==> config.mk <==
export PLATFORM = sky130hd
export DESIGN_NAME = ax25_header_parser
export DESIGN_NICKNAME = d
export VERILOG_FILES = /design/src/sv/ax25hp_pkg.sv /design/src/sv/ax25hp_front.sv /design/src/sv/ax25hp_fifo.sv /design/src/sv/ax25hp_back.sv /design/src/sv/ax25_header_parser.sv
export VERILOG_INCLUDE_DIRS = /design/src /design/src/sv
export SDC_FILE = /design/constraint.sdc
export NUM_CORES = 1
export LEC_CHECK = 0
export BUFFER_PORTS_ARGS = -buffer_cell sky130_fd_sc_hd__buf_2
export CORE_AREA = 4 4 201 203
export CTS_CLUSTER_SIZE = 14
export DETAILED_ROUTE_END_ITERATION = 8
export DIE_AREA = 0 0 205 207
export HOLD_SLACK_MARGIN = 0.05
export PLACE_DENSITY = 0.59
export RECOVER_POWER = 100
export SYNTH_ARGS = -nofsm -noshare
export SYNTH_HDL_FRONTEND = slang
export SYNTH_HIERARCHICAL = 1
export SYNTH_SLANG_ARGS = --single-unit
export TNS_END_PERCENT = 30
==> constraint.sdc <==
create_clock -name clk -period 11.2 [get_ports clk]
set_input_delay 0.56 -clock clk [delete_from_list [all_inputs] [get_ports clk]]
set_output_delay 0.56 -clock clk [all_outputs]
set_load 0.02 [all_outputs]
==> src/sv/ax25_header_parser_macros.svh <==
// Assertion helpers shared by the parser modules.
// Each expects clk and rst in the enclosing module.
`ifndef AX25_HEADER_PARSER_MACROS_SVH
`define AX25_HEADER_PARSER_MACROS_SVH

// Same-cycle implication.
`define AX25HP_ASSERT_IMP(label, ante, cons, msg) \
  label: assert property (@(posedge clk) disable iff (rst) (ante) |-> (cons)) \
    else $error(msg);

// Next-cycle implication.
`define AX25HP_ASSERT_NXT(label, ante, cons, msg) \
  label: assert property (@(posedge clk) disable iff (rst) (ante) |=> (cons)) \
    else $error(msg);

`endif

==> src/sv/ax25hp_pkg.sv <==
`default_nettype none
package ax25hp_pkg;

  localparam int MAX_DIGIS   = 8;
  localparam int QUEUE_DEPTH = 4;
  localparam int ADDR_W      = 46;

  localparam logic [7:0] FT_I    = 8'h00;
  localparam logic [7:0] FT_UI   = 8'h03;
  localparam logic [7:0] SEG_PID = 8'h08;

  typedef enum logic [2:0] {
    PH_ADDR, PH_COMP, PH_DIGI, PH_CTRL, PH_CTRL2, PH_PID, PH_SEG, PH_INNER
  } phase_t;

  typedef enum logic [2:0] {
    ST_COMPLETE  = 3'd0,
    ST_SHORT     = 3'd1,
    ST_IN_ADDR   = 3'd2,
    ST_NO_PID    = 3'd3,
    ST_DIGIS     = 3'd4,
    ST_SEGMENTED = 3'd5
  } status_t;

  // one classified frame byte
  typedef struct packed {
    logic [7:0] data;
    logic       last;
    logic       char_ok;
  } byte_item_t;

  typedef struct packed {
    status_t           status;
    logic              compressed;
    logic [ADDR_W-1:0] dest;
    logic [ADDR_W-1:0] src;
    logic [1:0]        call_valid;
    logic [3:0]        digi_count;
    logic [7:0]        frame_type;
    logic [6:0]        seq_send;
    logic [6:0]        seq_recv;
    logic              poll_final;
    logic [7:0]        pid;
    logic [7:0]        segment_byte;
  } header_rec_t;

endpackage
`default_nettype wire

==> src/sv/ax25hp_front.sv <==
`default_nettype none
module ax25hp_front (
  input  wire logic                   in_valid,
  output logic                        in_ready,
  input  wire logic [7:0]             frame_byte,
  input  wire logic                   last_byte,
  input  wire logic                   full,
  output logic                        push,
  output ax25hp_pkg::byte_item_t      item
);

  // callsign character check on the shifted address byte
  function automatic logic char_ok(input logic [6:0] c);
    char_ok = (c == 7'h20) ||
              (c >= 7'h30 && c <= 7'h39) ||
              (c >= 7'h41 && c <= 7'h5A) ||
              (c >= 7'h61 && c <= 7'h7A);
  endfunction

  always_comb begin
    in_ready     = !full;
    push         = in_valid && !full;
    item.data    = frame_byte;
    item.last    = last_byte;
    item.char_ok = char_ok(frame_byte[7:1]);
  end

endmodule
`default_nettype wire

==> src/sv/ax25hp_fifo.sv <==
`default_nettype none
`include "ax25_header_parser_macros.svh"
module ax25hp_fifo #(
  parameter int DEPTH = ax25hp_pkg::QUEUE_DEPTH
) (
  input  wire logic                   clk,
  input  wire logic                   rst,
  input  wire logic                   push,
  input  wire ax25hp_pkg::byte_item_t push_item,
  output logic                        full,
  input  wire logic                   pop,
  output ax25hp_pkg::byte_item_t      head,
  output logic                        head_valid
);

  localparam int PW = (DEPTH > 1) ? $clog2(DEPTH) : 1;
  localparam int CW = $clog2(DEPTH + 1);
  localparam logic [PW-1:0] LAST_PTR = PW'(DEPTH - 1);
  localparam logic [CW-1:0] FULL_CNT = CW'(DEPTH);

  ax25hp_pkg::byte_item_t q [DEPTH];
  logic [PW-1:0] wr_ptr;
  logic [PW-1:0] rd_ptr;
  logic [CW-1:0] count;

  assign full       = (count == FULL_CNT);
  assign head_valid = (count != '0);
  assign head       = q[rd_ptr];

  always_ff @(posedge clk) begin
    if (push) begin
      q[wr_ptr] <= push_item;
    end
  end

  always_ff @(posedge clk) begin
    if (rst) begin
      wr_ptr <= '0;
      rd_ptr <= '0;
      count  <= '0;
    end else begin
      if (push) begin
        wr_ptr <= (wr_ptr == LAST_PTR) ? '0 : wr_ptr + PW'(1);
      end
      if (pop) begin
        rd_ptr <= (rd_ptr == LAST_PTR) ? '0 : rd_ptr + PW'(1);
      end
      if (push && !pop) begin
        count <= count + CW'(1);
      end else if (pop && !push) begin
        count <= count - CW'(1);
      end
    end
  end

  `AX25HP_ASSERT_NXT(a_fifo_grow, push && !pop, count == $past(count) + CW'(1), "queue count")
  `AX25HP_ASSERT_NXT(a_fifo_drain, pop && !push, count == $past(count) - CW'(1), "queue count")

endmodule
`default_nettype wire

==> src/sv/ax25hp_back.sv <==
`default_nettype none
`include "ax25_header_parser_macros.svh"
module ax25hp_back (
  input  wire logic                   clk,
  input  wire logic                   rst,
  input  wire logic                   ext_seq,
  input  wire ax25hp_pkg::byte_item_t head,
  input  wire logic                   head_valid,
  output logic                        pop,
  output logic                        out_valid,
  input  wire logic                   out_ready,
  output ax25hp_pkg::header_rec_t     rec
);

  localparam int AW = ax25hp_pkg::ADDR_W;
  localparam logic [3:0] MAXD = 4'(ax25hp_pkg::MAX_DIGIS);

  ax25hp_pkg::phase_t  phase, phase_next;
  ax25hp_pkg::status_t done_status, done_status_next;
  logic [3:0]    pos, pos_next;
  logic [3:0]    frame_len, frame_len_next;
  logic [AW-1:0] dest_acc, dest_acc_next;
  logic [AW-1:0] src_acc, src_acc_next;
  logic [AW-1:0] addr_work, addr_work_next;
  logic [1:0]    valid_flags, valid_flags_next;
  logic [1:0]    addr_done, addr_done_next;
  logic [3:0]    digi_cnt, digi_cnt_next;
  logic [7:0]    pid_hold, pid_hold_next;
  logic          compressed, compressed_next;
  logic          header_done, header_done_next;
  logic [7:0]    ftype, ftype_next;
  logic [6:0]    ns, ns_next;
  logic [6:0]    nr, nr_next;
  logic          pf, pf_next;
  logic [7:0]    seg, seg_next;

  ax25hp_pkg::header_rec_t rec_next;
  logic          rec_load;
  logic [7:0]    b;
  logic [39:0]   comp_w;
  logic [AW-1:0] comp_dest;
  logic [7:0]    ft_new;

  always_comb begin
    b      = head.data;
    comp_w = {addr_work[31:0], head.data};
    comp_dest = '0;
    for (int i = 0; i < 6; i++) begin
      comp_dest[AW-1-7*i -: 7] = 7'h20 + {1'b0, comp_w[39-6*i -: 6]};
    end
    comp_dest[3:0] = comp_w[3:0];
  end

  always_comb begin
    pop = head_valid && (!head.last || !out_valid || out_ready);

    phase_next       = phase;
    done_status_next = done_status;
    pos_next         = pos;
    frame_len_next   = frame_len;
    dest_acc_next    = dest_acc;
    src_acc_next     = src_acc;
    addr_work_next   = addr_work;
    valid_flags_next = valid_flags;
    addr_done_next   = addr_done;
    digi_cnt_next    = digi_cnt;
    pid_hold_next    = pid_hold;
    compressed_next  = compressed;
    header_done_next = header_done;
    ftype_next       = ftype;
    ns_next          = ns;
    nr_next          = nr;
    pf_next          = pf;
    seg_next         = seg;
    ft_new           = ftype;
    rec_next         = '0;
    rec_load         = 1'b0;

    if (pop) begin
      if (frame_len != 4'd8) begin
        frame_len_next = frame_len + 4'd1;
      end
      if (!header_done) begin
        unique case (phase)
          ax25hp_pkg::PH_ADDR: begin
            if (pos == 4'd1 && b[0]) begin
              compressed_next = 1'b1;
              phase_next      = ax25hp_pkg::PH_COMP;
              pos_next        = 4'd2;
              addr_work_next  = '0;
            end else if (pos != 4'd6 && pos != 4'd13) begin
              if (!head.char_ok) begin
                valid_flags_next = valid_flags & ((pos < 4'd7) ? 2'b10 : 2'b01);
              end
              addr_work_next = {addr_work[AW-8:0], b[7:1]};
              pos_next       = pos + 4'd1;
            end else if (pos == 4'd6) begin
              dest_acc_next  = {addr_work[AW-5:0], b[4:1]};
              addr_done_next = addr_done | 2'b01;
              addr_work_next = '0;
              pos_next       = pos + 4'd1;
            end else begin
              src_acc_next   = {addr_work[AW-5:0], b[4:1]};
              addr_done_next = addr_done | 2'b10;
              addr_work_next = '0;
              pos_next       = '0;
              phase_next     = b[0] ? ax25hp_pkg::PH_CTRL : ax25hp_pkg::PH_DIGI;
            end
          end
          ax25hp_pkg::PH_COMP: begin
            addr_work_next = {addr_work[AW-9:0], b};
            if (pos >= 4'd6) begin
              dest_acc_next  = comp_dest;
              addr_done_next = addr_done | 2'b01;
              addr_work_next = '0;
              pos_next       = '0;
              phase_next     = ax25hp_pkg::PH_CTRL;
            end else begin
              pos_next = pos + 4'd1;
            end
          end
          ax25hp_pkg::PH_DIGI: begin
            if (pos == 4'd0 && digi_cnt >= MAXD) begin
              header_done_next = 1'b1;
              done_status_next = ax25hp_pkg::ST_DIGIS;
            end else begin
              if (pos == 4'd0) begin
                digi_cnt_next = digi_cnt + 4'd1;
              end
              if (pos >= 4'd6) begin
                pos_next = '0;
                if (b[0]) begin
                  phase_next = ax25hp_pkg::PH_CTRL;
                end
              end else begin
                pos_next = pos + 4'd1;
              end
            end
          end
          ax25hp_pkg::PH_CTRL: begin
            if (!compressed && ext_seq) begin
              if (!b[0]) begin
                ft_new     = ax25hp_pkg::FT_I;
                ns_next    = b[7:1];
                phase_next = ax25hp_pkg::PH_CTRL2;
              end else if (b[1]) begin
                ft_new  = b & 8'hEF;
                pf_next = b[4];
              end else begin
                ft_new     = b;
                phase_next = ax25hp_pkg::PH_CTRL2;
              end
            end else begin
              pf_next = b[4];
              if (!b[0]) begin
                ft_new  = ax25hp_pkg::FT_I;
                ns_next = {4'd0, b[3:1]};
                nr_next = {4'd0, b[7:5]};
              end else if (b[1]) begin
                ft_new = b & 8'hEF;
              end else begin
                ft_new  = b & 8'h0F;
                nr_next = {4'd0, b[7:5]};
              end
            end
            ftype_next = ft_new;
            // two-byte forms continue in the second control byte
            if (phase_next == ax25hp_pkg::PH_CTRL) begin
              if (ft_new == ax25hp_pkg::FT_I || ft_new == ax25hp_pkg::FT_UI) begin
                phase_next = ax25hp_pkg::PH_PID;
              end else begin
                header_done_next = 1'b1;
                done_status_next = ax25hp_pkg::ST_COMPLETE;
              end
            end
          end
          ax25hp_pkg::PH_CTRL2: begin
            nr_next = b[7:1];
            pf_next = b[0];
            if (ftype == ax25hp_pkg::FT_I || ftype == ax25hp_pkg::FT_UI) begin
              phase_next = ax25hp_pkg::PH_PID;
            end else begin
              header_done_next = 1'b1;
              done_status_next = ax25hp_pkg::ST_COMPLETE;
            end
          end
          ax25hp_pkg::PH_PID: begin
            pid_hold_next = b;
            if (b == ax25hp_pkg::SEG_PID) begin
              phase_next = ax25hp_pkg::PH_SEG;
            end else begin
              header_done_next = 1'b1;
              done_status_next = ax25hp_pkg::ST_COMPLETE;
            end
          end
          ax25hp_pkg::PH_SEG: begin
            seg_next = b;
            if (b[7]) begin
              phase_next = ax25hp_pkg::PH_INNER;
            end else begin
              header_done_next = 1'b1;
              done_status_next = ax25hp_pkg::ST_SEGMENTED;
            end
          end
          ax25hp_pkg::PH_INNER: begin
            pid_hold_next    = b;
            header_done_next = 1'b1;
            done_status_next = ax25hp_pkg::ST_SEGMENTED;
          end
          default: begin
            phase_next = ax25hp_pkg::PH_ADDR;
          end
        endcase
      end

      if (head.last) begin
        rec_load = 1'b1;
        if (frame_len_next < 4'd8) begin
          rec_next.status = ax25hp_pkg::ST_SHORT;
        end else begin
          if (header_done_next) begin
            rec_next.status = done_status_next;
          end else if (phase_next == ax25hp_pkg::PH_ADDR ||
                       phase_next == ax25hp_pkg::PH_COMP ||
                       phase_next == ax25hp_pkg::PH_DIGI ||
                       phase_next == ax25hp_pkg::PH_CTRL) begin
            rec_next.status = ax25hp_pkg::ST_IN_ADDR;
          end else begin
            rec_next.status = ax25hp_pkg::ST_NO_PID;
          end
          rec_next.compressed = compressed_next;
          rec_next.dest       = dest_acc_next;
          rec_next.src        = compressed_next ? '0 : src_acc_next;
          rec_next.call_valid = compressed_next ? 2'b00 : (valid_flags_next & addr_done_next);
          rec_next.digi_count = digi_cnt_next;
          if (rec_next.status != ax25hp_pkg::ST_DIGIS) begin
            rec_next.frame_type   = ftype_next;
            rec_next.seq_send     = ns_next;
            rec_next.seq_recv     = nr_next;
            rec_next.poll_final   = pf_next;
            rec_next.pid          = pid_hold_next;
            rec_next.segment_byte = seg_next;
          end
        end
        // start the next frame clean
        phase_next       = ax25hp_pkg::PH_ADDR;
        done_status_next = ax25hp_pkg::ST_COMPLETE;
        pos_next         = '0;
        frame_len_next   = '0;
        dest_acc_next    = '0;
        src_acc_next     = '0;
        addr_work_next   = '0;
        valid_flags_next = 2'b11;
        addr_done_next   = '0;
        digi_cnt_next    = '0;
        pid_hold_next    = '0;
        compressed_next  = 1'b0;
        header_done_next = 1'b0;
        ftype_next       = '0;
        ns_next          = '0;
        nr_next          = '0;
        pf_next          = 1'b0;
        seg_next         = '0;
      end
    end
  end

  always_ff @(posedge clk) begin
    if (rst) begin
      phase       <= ax25hp_pkg::PH_ADDR;
      done_status <= ax25hp_pkg::ST_COMPLETE;
      pos         <= '0;
      frame_len   <= '0;
      dest_acc    <= '0;
      src_acc     <= '0;
      addr_work   <= '0;
      valid_flags <= 2'b11;
      addr_done   <= '0;
      digi_cnt    <= '0;
      pid_hold    <= '0;
      compressed  <= 1'b0;
      header_done <= 1'b0;
      ftype       <= '0;
      ns          <= '0;
      nr          <= '0;
      pf          <= 1'b0;
      seg         <= '0;
      out_valid   <= 1'b0;
    end else begin
      phase       <= phase_next;
      done_status <= done_status_next;
      pos         <= pos_next;
      frame_len   <= frame_len_next;
      dest_acc    <= dest_acc_next;
      src_acc     <= src_acc_next;
      addr_work   <= addr_work_next;
      valid_flags <= valid_flags_next;
      addr_done   <= addr_done_next;
      digi_cnt    <= digi_cnt_next;
      pid_hold    <= pid_hold_next;
      compressed  <= compressed_next;
      header_done <= header_done_next;
      ftype       <= ftype_next;
      ns          <= ns_next;
      nr          <= nr_next;
      pf          <= pf_next;
      seg         <= seg_next;
      if (rec_load) begin
        out_valid <= 1'b1;
      end else if (out_ready) begin
        out_valid <= 1'b0;
      end
    end
  end

  always_ff @(posedge clk) begin
    if (rec_load) begin
      rec <= rec_next;
    end
  end

  `AX25HP_ASSERT_NXT(a_last_gives_rec, pop && head.last, out_valid, "record not raised")
  `AX25HP_ASSERT_IMP(a_comp_phase, phase == ax25hp_pkg::PH_COMP, compressed, "comp phase flag")
  `AX25HP_ASSERT_IMP(a_digi_rec, out_valid && rec.status == ax25hp_pkg::ST_DIGIS, rec.pid == 8'h00 && rec.frame_type == 8'h00, "digi record fields")

endmodule
`default_nettype wire

==> src/sv/ax25_header_parser.sv <==
// A record is offered from the output register once the item carrying last_byte
// has passed through the queue and been taken by the parser.
// Throughput: one frame byte per cycle; the parser consumes one queued item per cycle.
// A record held at the output stops the parser at the next frame's final byte;
// input stalls once the four-entry queue behind it is full.
// Reset (rst, synchronous, active high) empties the queue, clears the parser,
// drops any held record and clears the stored extended_sequence setting to 0.
`default_nettype none
module ax25_header_parser #(
  parameter int QUEUE_DEPTH = ax25hp_pkg::QUEUE_DEPTH
) (
  input  wire logic        clk,
  input  wire logic        rst,
  // configuration
  input  wire logic        cfg_write,
  input  wire logic        extended_sequence,
  // byte input
  input  wire logic        in_valid,
  output logic             in_ready,
  input  wire logic [7:0]  frame_byte,
  input  wire logic        last_byte,
  // header record output
  output logic             out_valid,
  input  wire logic        out_ready,
  output logic [2:0]       status,
  output logic             compressed_header,
  output logic [45:0]      dest_address,
  output logic [45:0]      src_address,
  output logic [1:0]       call_valid,
  output logic [3:0]       digi_count,
  output logic [7:0]       frame_type,
  output logic [6:0]       seq_send,
  output logic [6:0]       seq_recv,
  output logic             poll_final,
  output logic [7:0]       pid,
  output logic [7:0]       segment_byte
);

  // modulo-128 control field select; user must set it only between frames, unenforced
  logic ext_seq;

  ax25hp_pkg::byte_item_t  push_item;
  ax25hp_pkg::byte_item_t  head;
  ax25hp_pkg::header_rec_t rec;
  logic push;
  logic full;
  logic pop;
  logic head_valid;

  always_ff @(posedge clk) begin
    if (rst) begin
      ext_seq <= 1'b0;
    end else if (cfg_write) begin
      ext_seq <= extended_sequence;
    end
  end

  // front: take bytes, tag with the callsign character check
  ax25hp_front u_front (
    .in_valid   (in_valid),
    .in_ready   (in_ready),
    .frame_byte (frame_byte),
    .last_byte  (last_byte),
    .full       (full),
    .push       (push),
    .item       (push_item)
  );

  // short queue between front and parser
  ax25hp_fifo #(
    .DEPTH (QUEUE_DEPTH)
  ) u_fifo (
    .clk        (clk),
    .rst        (rst),
    .push       (push),
    .push_item  (push_item),
    .full       (full),
    .pop        (pop),
    .head       (head),
    .head_valid (head_valid)
  );

  // back: header state machine and output register
  ax25hp_back u_back (
    .clk        (clk),
    .rst        (rst),
    .ext_seq    (ext_seq),
    .head       (head),
    .head_valid (head_valid),
    .pop        (pop),
    .out_valid  (out_valid),
    .out_ready  (out_ready),
    .rec        (rec)
  );

  assign status            = rec.status;
  assign compressed_header = rec.compressed;
  assign dest_address      = rec.dest;
  assign src_address       = rec.src;
  assign call_valid        = rec.call_valid;
  assign digi_count        = rec.digi_count;
  assign frame_type        = rec.frame_type;
  assign seq_send          = rec.seq_send;
  assign seq_recv          = rec.seq_recv;
  assign poll_final        = rec.poll_final;
  assign pid               = rec.pid;
  assign segment_byte      = rec.segment_byte;

endmodule
`default_nettype wire

==> reports/metrics.yaml <==
clock_network:
  insertion_delay_ns: 0.55
  clock_path_buffers: 3
  htreeDepth: 2
  cts_root_buffer: "clkbuf_16"
  post-cts-setup-buffers: 0
  cts.repair.resized: 0
  hold_buffers: 0
  cts_tree: "yes"
  clock_sinks: 389
  clk_pin_slew_ns: 0.06
  cts_buffers: 41
floorplan:
  start_util_pct: 44.7
  die_area_sq_um: 42400
  num_rows: 72
  fp.dieH_um: 207
  die_w_um: 205
  core_area_sq_um: 38500
  ioPinCount: 158
routing:
  drt-total-wl_um: 48000
  vias_per_cell: 5.75
  drc: 0
  first_pass_iters: 6
  detail_route.iter0.violations: 1473
  wl_per_cell_um: 19.9
  via_count: 13889
  antenna_left: 0
layout:
  fin_cells: 2415
  area_growth_pct: 12.6
  drive_gt1_share_pct: 5.90
  diodes: 0
  layout_common_cells: "295 x nor2_1, 224 x nand2_1, 208 x dfxtp_1"
  layout_commonest_cell: "nor2_1"
  seq_area_sq_um: 9600
  nNetsFinal: 1895
  multiInputGateArea_sq_um: 6920
  fillers: 3663
yosys:
  synth_edf_count: 181
  syn_nets: 1830
  synth_seq_cells: 389
  synth.yosys.seq_area_share_pct: 55.8
  synth_flop_cell: "dfxtp_1"
  synthArstFlopShare_pct: 0
  netlist_area_sq_um: 17200
  avgSynthCellArea_sq_um: 9.56
  syn_inst: 1800
  ys_types: 64
  ys.warnings.count: 6
hold_path:
  worstHoldPathCells: 3
  min_from: "extended_sequence"
  hold-path-endpoint: "ext_seq"
  hp-class: "input port to flop"
timing:
  worst_pin_slew_ns: 3.28
  tns_ns: 0
  fin_crit_ns: 6.71
  fmax_mhz: 149
  fin_worst_skew_ns: 0.0213
  rsz0062_at_grt: "false"
  finalCritPeriodShare_pct: 59.9
  slew_violations: 343
  setup_viol: 0
  hold_violations: 0
  slew_headroom_pct: -119
placement:
  dp_hpwl_um: 29400
  dp_cells: 2340
  gp_congestion: 0.904
  io_buffers: 157
critical_path:
  worstPathRequired_ns: 11.53
  worstSetupPathType: "flop to flop"
  path_common_cell: "clkbuf_1"
  cp-end-kind: "flop"
  critPathSlowestCell: "clkbuf_1"
  r2r-end: "u_back/rec[140]"
  cp_slowest_stage_delay_ns: 2.36
  r2r_setup_slack_ns: 4.49
  crit_chain: "mux4_2 -> nand3_1 -> inv_6 -> clkbuf_1 -> nand2_1 -> clkbuf_1 -> nor3_1"
  cp_max_fo: 84
  worstPathArrival_ns: 7.04
  reg2reg_depth: 7
  startpoint_type: "flop"
outcome:
  failed_checks: "max-capacitance violations, max-slew violations"
  status: "finished with violations"
pwr:
  cellPowerDensity_nw_per_um2: 246
  vdd_drop_max_mv: 0.141
  power_mw: 4.77
  cellLeakagePower_nw: 5.99
global_route:
  grt_antenna_before_repair: 1
  grt_first_pass_wirelength_um: 75400
  grtUsageTotal_pct: 21.7
  grt_pass1_vias: 12992
  grt_remaining_overflow: 0
  grt_max_degree: 95
job:
  drv_cap: 7
## flip-flops by register name, summed over array words and instances, names as in the netlist, 3 cells and up, named ones only
signal and cells:
u_fifo/count 3, u_back/frame_len 4, u_back/ns 7, u_back/seg 8, u_back/ftype 8, u_back/nr 7
u_fifo/q 40, u_back/pid_hold 8, u_back/src_acc 46, u_back/done_status 3, u_back/dest_acc 46, u_back/digi_cnt 4
u_back/rec 141, u_back/phase 3, u_back/addr_work 42, u_back/pos 4
## power by group
part | switching, mW | leakage [nW] | total [mW] | internal (mW)
Sequential | 0.150 | 3.41 | 1.95 | 1.80
Combinational | 1.16 | 1.90 | 1.44 | 0.284
Clock | 0.549 | 0.672 | 1.38 | 0.828
Total | 1.86 | 5.99 | 4.77 | 2.92
## kinds of logic (layout without fill, tap and decap cells)
group                    count (synthesis)  in the layout  synth area share, %
multiplexers                            36             36                 2.83
buffers and inverters                  181            278                 4.29
adder cells (fa/ha/maj)                 15             15                 1.13
flip-flops                             389            389                 55.8
AND/OR/NAND/NOR                        680            680                 16.8
XOR/XNOR                                 7              7                0.356
AO/OA/AOI/OAI                          492            492                 18.8
## worst max path at each step
stage	from	cells past startpoint	slack (ns)	to
after floorplan	flop	8	6.00	u_back/rec[137]
after global placement	flop	7	6.93	u_back/rec[140]
after detailed placement	flop	7	6.87	u_back/rec[114]
after CTS	flop	7	6.80	u_back/rec[140]
after global routing	flop	7	3.64	u_back/rec[139]
final	flop	7	4.49	u_back/rec[140]
## stage by stage
stage	hold WS [ns]	cell area, sq um	worst slack (ns)	utilization, %
6_report	0.258	19400	4.49	50.4
5_1_grt	0.263	19400	3.64	50.4
4_1_cts	0.218	19600	6.80	51.0
3_5_place_dp	0.421	18300	6.87	47.5
3_3_place_gp	0.417	18300	6.93	47.5
2_1_floorplan	0.408	17200	6.00	-
## final cells by class
cell class	count	share of cell area, %
Clock buffer	52	5.61
Clock inverter	23	1.40
Inverter	20	0.413
Multi-Input combinational cell	1230	35.7
Sequential cell	389	49.6
Tap cell	518	3.35
Timing Repair Buffer	183	3.96
## synth_stat cells (6+ instances only)
master | instances | share of area (%)
or3_1 | 9 | 0.33
a21oi_1 | 182 | 5.3
a22oi_1 | 175 | 7.6
a31oi_1 | 7 | 0.25
nor3_1 | 13 | 0.38
inv_1 | 20 | 0.44
a211o_1 | 41 | 2.1
buf_2 | 6 | 0.17
ha_1 | 14 | 1.0
a211oi_1 | 6 | 0.26
edfxtp_1 | 181 | 32
buf_1 | 7 | 0.15
nor2b_1 | 16 | 0.58
clkbuf_1 | 135 | 2.9
nand2b_1 | 11 | 0.40
dfxtp_1 | 208 | 24
o21ai_0 | 39 | 1.1
nand2_1 | 225 | 4.9
mux4_2 | 10 | 1.3
and3_1 | 10 | 0.36
o21ai_1 | 6 | 0.17
nor2_1 | 298 | 6.5
buf_4 | 9 | 0.39
nand3_1 | 64 | 1.9
and2_1 | 9 | 0.33
mux2i_1 | 25 | 1.5
a32oi_1 | 9 | 0.46
## critical path: cells and delay by family (launching register included)
family / cells / cell delay, ns
flops: 1 / 0.74
simple gates: 3 / 0.87
mux: 1 / 0.82
buf+inv: 3 / 4.01
## routing by layer
layer	global-route usage, %	up-vias	part of all wire, %
met1	33.3	6736	47
met5	0	-	0
met3	4.16	61	7.6
met4	5.01	0	1.7
li1	-	6585	-
met2	31.9	507	44
No activity file was read; power rests on OpenSTA's default activity.
